File: config.mk
export PLATFORM = sky130hd
export DESIGN_NAME = btmx_digit
export DESIGN_NICKNAME = d
export VERILOG_FILES = /design/src/rtl/btmx_pkg.sv /design/src/rtl/btmx_digit.sv
export SDC_FILE = /design/constraint.sdc
export NUM_CORES = 1
export LEC_CHECK = 0
export ABC_CLOCK_PERIOD_IN_PS = 2700
export BUFFER_PORTS_ARGS = -buffer_cell sky130_fd_sc_hd__buf_2
export CAP_MARGIN = 20
export CORE_MARGIN = 2
export CORE_UTILIZATION = 53
export DETAILED_ROUTE_END_ITERATION = 12
export PLACE_DENSITY = 0.8
export SETUP_SLACK_MARGIN = 0.1
export SLEW_MARGIN = 15
export SYNTH_ARGS = -nofsm -noshare
export SYNTH_HDL_FRONTEND = slang
export SYNTH_SLANG_ARGS = --single-unit
export TNS_END_PERCENT = 50
File: constraint.sdc
create_clock -name clk -period 2.7 [get_ports clk]
set_clock_uncertainty 0.05 [all_clocks]
set_input_delay 0.405 -clock clk [delete_from_list [all_inputs] [get_ports clk]]
set_output_delay 0.405 -clock clk [all_outputs]
set_load 0.005 [all_outputs]
File: src/rtl/btmx_pkg.sv
// shared constants, codes and types for the binary trie max-xor block
package btmx_pkg;

  // width of the key and max_xor fields on the channels
  localparam int FIELD_W = 44;
  localparam int STATUS_W = 2;

  // defaults for the top-level parameters
  localparam int KEY_BITS_DEF = 44;
  localparam int NODE_COUNT_DEF = 4096;

  // operation codes
  localparam logic OP_INSERT = 1'b0;
  localparam logic OP_QUERY = 1'b1;

  // result status codes
  typedef enum logic [STATUS_W-1:0] {
    ST_OK    = 2'd0,
    ST_EMPTY = 2'd1,
    ST_FULL  = 2'd2
  } status_t;

  // control of the bit-serial key and result registers
  typedef struct packed {
    logic load;
    logic shift;
    logic acc_in;
  } digit_ctl_t;

endpackage

File: src/rtl/btmx_digit.sv
// bit-serial key shifter and result accumulator, msb first
module btmx_digit #(
  parameter int KEY_BITS = btmx_pkg::KEY_BITS_DEF
) (
  input  logic                 clk,
  input  btmx_pkg::digit_ctl_t ctl,
  input  logic [KEY_BITS-1:0]  key_in,
  output logic                 key_bit,
  output logic [KEY_BITS-1:0]  acc
);

  logic [KEY_BITS-1:0] key_sr;

  // key shifts out one bit per level, result bits shift in behind
  always_ff @(posedge clk) begin
    if (ctl.load) begin
      key_sr <= key_in;
      acc <= '0;
    end else if (ctl.shift) begin
      key_sr <= key_sr << 1;
      acc <= (acc << 1) | KEY_BITS'(ctl.acc_in);
    end
  end

  assign key_bit = key_sr[KEY_BITS-1];

endmodule

* Word level (Yosys, flattened, before mapping)
Cells that the tools add are included.
** Storage, ports and cells
- Register bits after elaboration :: 88
- Input bits :: 48
- Output and inout bits :: 45
- Logic and storage cells :: 6
** Operators by class
- Multiplexer cells :: 2
- Bitwise logic cells :: 1
- Reductions and logical operators :: 1
** Operator list (number)
- $mux W44 :: 2
- $or A44 B1 Y44 :: 1
- $reduce_bool A2 Y1 :: 1

* Logic depth before layout (Yosys ltp)
- Depth in word-level cells :: 2
- Mapped depth :: 4

* Worst setup path after synthesis
No wires, ideal clock.
- Path kind :: input port to flip-flop
- Start :: input ctl[2] (netlist name)
- End :: register key_sr[0] (enable)
- Library setup time :: 0.404 ns
- Data arrival time :: 1.753 ns
- Data required time :: 2.246 ns
- Slack :: 0.494 ns
- Stages on the path :: 3
- Buffers on the path :: 2
- Path through :: buf_6 -> buf_4 -> or2_1
** Between the ends
- Longest elaborated chain between the ends :: 1
** Ends and longest elaborated chain
- start, declared :: RTL line btmx_digit.sv:6 : input btmx_pkg::digit_ctl_t ctl,
- $reduce_bool A2 Y1 (no line)
- end signal, assigned :: RTL line btmx_digit.sv:17 : key_sr <= key_in;
- end signal, assigned :: RTL line btmx_digit.sv:20 : key_sr <= key_sr << 1;
- end, declared :: RTL line btmx_digit.sv:12 : logic [KEY_BITS-1:0] key_sr;
No other way between the ends.
A chain may end at the register's enable or synchronous reset.

* Final worst setup path
- Start :: input ctl[2] (netlist name)
- End :: register key_sr[16], data pin
** Between the ends
- Longest elaborated chain between the ends :: 1
** Ends and longest elaborated chain
- $mux W44 :: RTL line btmx_digit.sv:16 : if (ctl.load) begin
No other way between the ends.

==> metrics.txt <==
Vias per Instance=about 5; CP max stage delay=0.42 ns; Max IR drop VDD=about 0.4 mV; # rows=30; FMAX=roughly 660 MHz; #FFs+latches synth=between 80 and 90; # diodes=0; Placer Congestion=about 0.7; slowest CP cell=buf_4; post_cts resized=0; Syn-to-layout area delta=16.09%; Final min period=about 1.5 ns; die width=approximately 87 µm; 1st-iter DRT viols=around 120; hold_buf cts=0; Clock Latency Late Sink=0.35 ns; Post-Synth XOR/XNOR Area=0%; clk buf depth=2; endpoints failing setup=0; largest cells by area after synthesis=edfxtp_1 36%, dfxtp_1 24%, mux2_4 16%, mux2i_1 12%, nor2_1 4.5%; Hold Vio Cnt, Final=0; crit-path cells=buf_4 -> buf_4 -> mux2_4; Power Total=approximately 0.0027 W; CP Data Required Time=around 2.7 ns; Finished Layout Cells=413; grt ovf=0; Top Ports=between 90 and 100; Post-synth EDFFs=between 40 and 50; complex-gate fraction of the synthesized area=0%; gate count after technology mapping=between 200 and 250; Total Routed Length=between 6 and 7 mm; CP max FO=28; Synth warnings=0; Least-Margin Pin Slew=between 0.7 and 0.8 ns; GRT Total Usage=between 10% and 20%; post-CTS setup buffers=0; Final HPWL DP=~3.9 mm; synth unique cells=12; vias in the first global route=~1,900; Net Count, Synth=about 280; P_leak=a little over 2 nW; Synth async-reset ratio=0%; share of post-route cells with drive strength above 1=between 40 and 50%; pre-CTS WS=about 0.8 ns; Final Cycle Share=between 50% and 60%; Clock Root Buffer=clkbuf_8; Mean Syn Cell Area=between 15 and 20 µm²; startpoint types=primary input; Post-Synth Simple-Gate Area=4.841%; most used cell, CP=buf_4; top cell type's share of synthesized area=between 30 and 40%; post-synthesis sequential area ratio=between 60% and 70%; vias after detailed routing=2,065; Avg WL per Cell=14.56 µm; clock slew at reported path FFs=~0.080 ns; setup_tns=0 ns; Core ar.=0.006756 mm²; Post-synth top cells=44 x dfxtp_1, 44 x edfxtp_1, 44 x mux2i_1, 44 x nor2_1, 40 x mux2_4; Die Span Y=about 87 µm; post-synthesis cell area=0.003670 mm²; Final Net Count=between 300 and 400; TritonCTS Sinks=88; Worst Path Buf+Inv=2; CP Capture Type=flip-flop; Num CTS Buffers=9; initial antenna violation count=0; worst hold path class=in2reg; Slew headroom=a little over half; largest net degree at the start of global routing=45; htree depth=3; placed cells=397; crit path DAT=1.57 ns; unrepaired setup endpoints after global routing=false; adder-cell area share of the yosys netlist=0%; Post-route DRC=0; Starting Density=a little over half; pwr/cell area=a little over 600 mW/mm²; fin worst setup slack=1.179 ns; crit path kind=in2reg; multiplexer share of the synthesized area=between 20 and 30%; first-pass GRT wire length=between 9 and 10 mm; maxcap violations=0; Final ANT Viol Nets=0; Pins Over Slew Limit=0; family with the most delay on the worst path=buffers and inverters; outcome=finished, final reports clean; largest family of logic cells by synthesized area=multiplexers; Post-synth top flop=edfxtp_1; die footprint=roughly 0.0076 mm²; CTS tree=yes; TritonRoute pass-1 iters=4; number of buffers added on ports=92; largest area contributor in the netlist=edfxtp_1
-- kinds of logic after synthesis --
family / count (synthesis)
buffers and inverters: 15
and+or+nand+nor: 46
DFF: 88
muxes: 87
-- through the flow --
| step | hold slack [ns] | area, µm² | util, % |
|---|---|---|---|
| floorplan | 0.4350 | 3670 | - |
| global placement | 0.4219 | 4060 | 60.09 |
| detailed placement | 0.4347 | 4060 | 60.09 |
| CTS | 0.2434 | 4260 | 63.06 |
| global route | 0.2811 | 4260 | 63.06 |
| finish | 0.2558 | 4260 | 63.06 |
-- flip-flops by register name, summed over array words and instances, names as in the netlist --
name,cells
acc,44
key_sr,44
-- power by group --
part | switching [W] | internal (W) | leakage [nW]
combinational | 0.0000891 | 0.000141 | 1.12
sequential | 0.0000238 | 0.00149 | 0.804
clock | 0.000430 | 0.000480 | 0.106
-- layer usage --
layer / vias up / routed length, µm / share of wire, % / global-route usage [%]
met2: 68 / 2630 / 44 / 23.53
li1: 1023 / - / - / -
met4: 0 / 93 / 1.5 / 6.713
met1: 965 / 2841 / 47 / 24.11
met5: - / 0 / 0 / 0
met3: 9 / 449 / 7.5 / 5.308
-- layout make-up --
| type | count | area, µm² |
|---|---|---|
| well taps | 80 | 100.1 |
| multi-input cells | 133 | 1252 |
| clock buffers | 13 | 160.2 |
| flip-flops and latches | 88 | 2202 |
| repair buffers | 96 | 505.5 |
| clock inverters | 3 | 40.04 |
| fillers | 523 | 2496 |
-- cells in the final DEF, fill, tap and decap left out --
master     netlist  layout
clkbuf_1         0       1
clkbuf_8         0      11
buf_12           4       1
buf_2            0      91
clkinv_2         0       2
edfxtp_1        44      44
mux2_4          40      40
clkbuf_2         0       1
nor2_1          44      44
or2_2            0       1
dfxtp_1         44      44
mux2_2           3       3
bufinv_16        0       1
mux2i_1         44      44
buf_4            1       4
and2_1           1       1
-- worst paths after layout --
check	endpoint	from	slack [ns]	cells after the start
worst min register to register	acc[43]	acc[43]	0.46	2
worst max register to register	key_sr[5]	key_sr[4]	1.72	1
worst max-delay path	key_sr[16]	ctl[2]	1.18	3
worst min-delay path	acc[0]	ctl[0]	0.26	3
No activity file was read; power rests on OpenSTA's default activity.
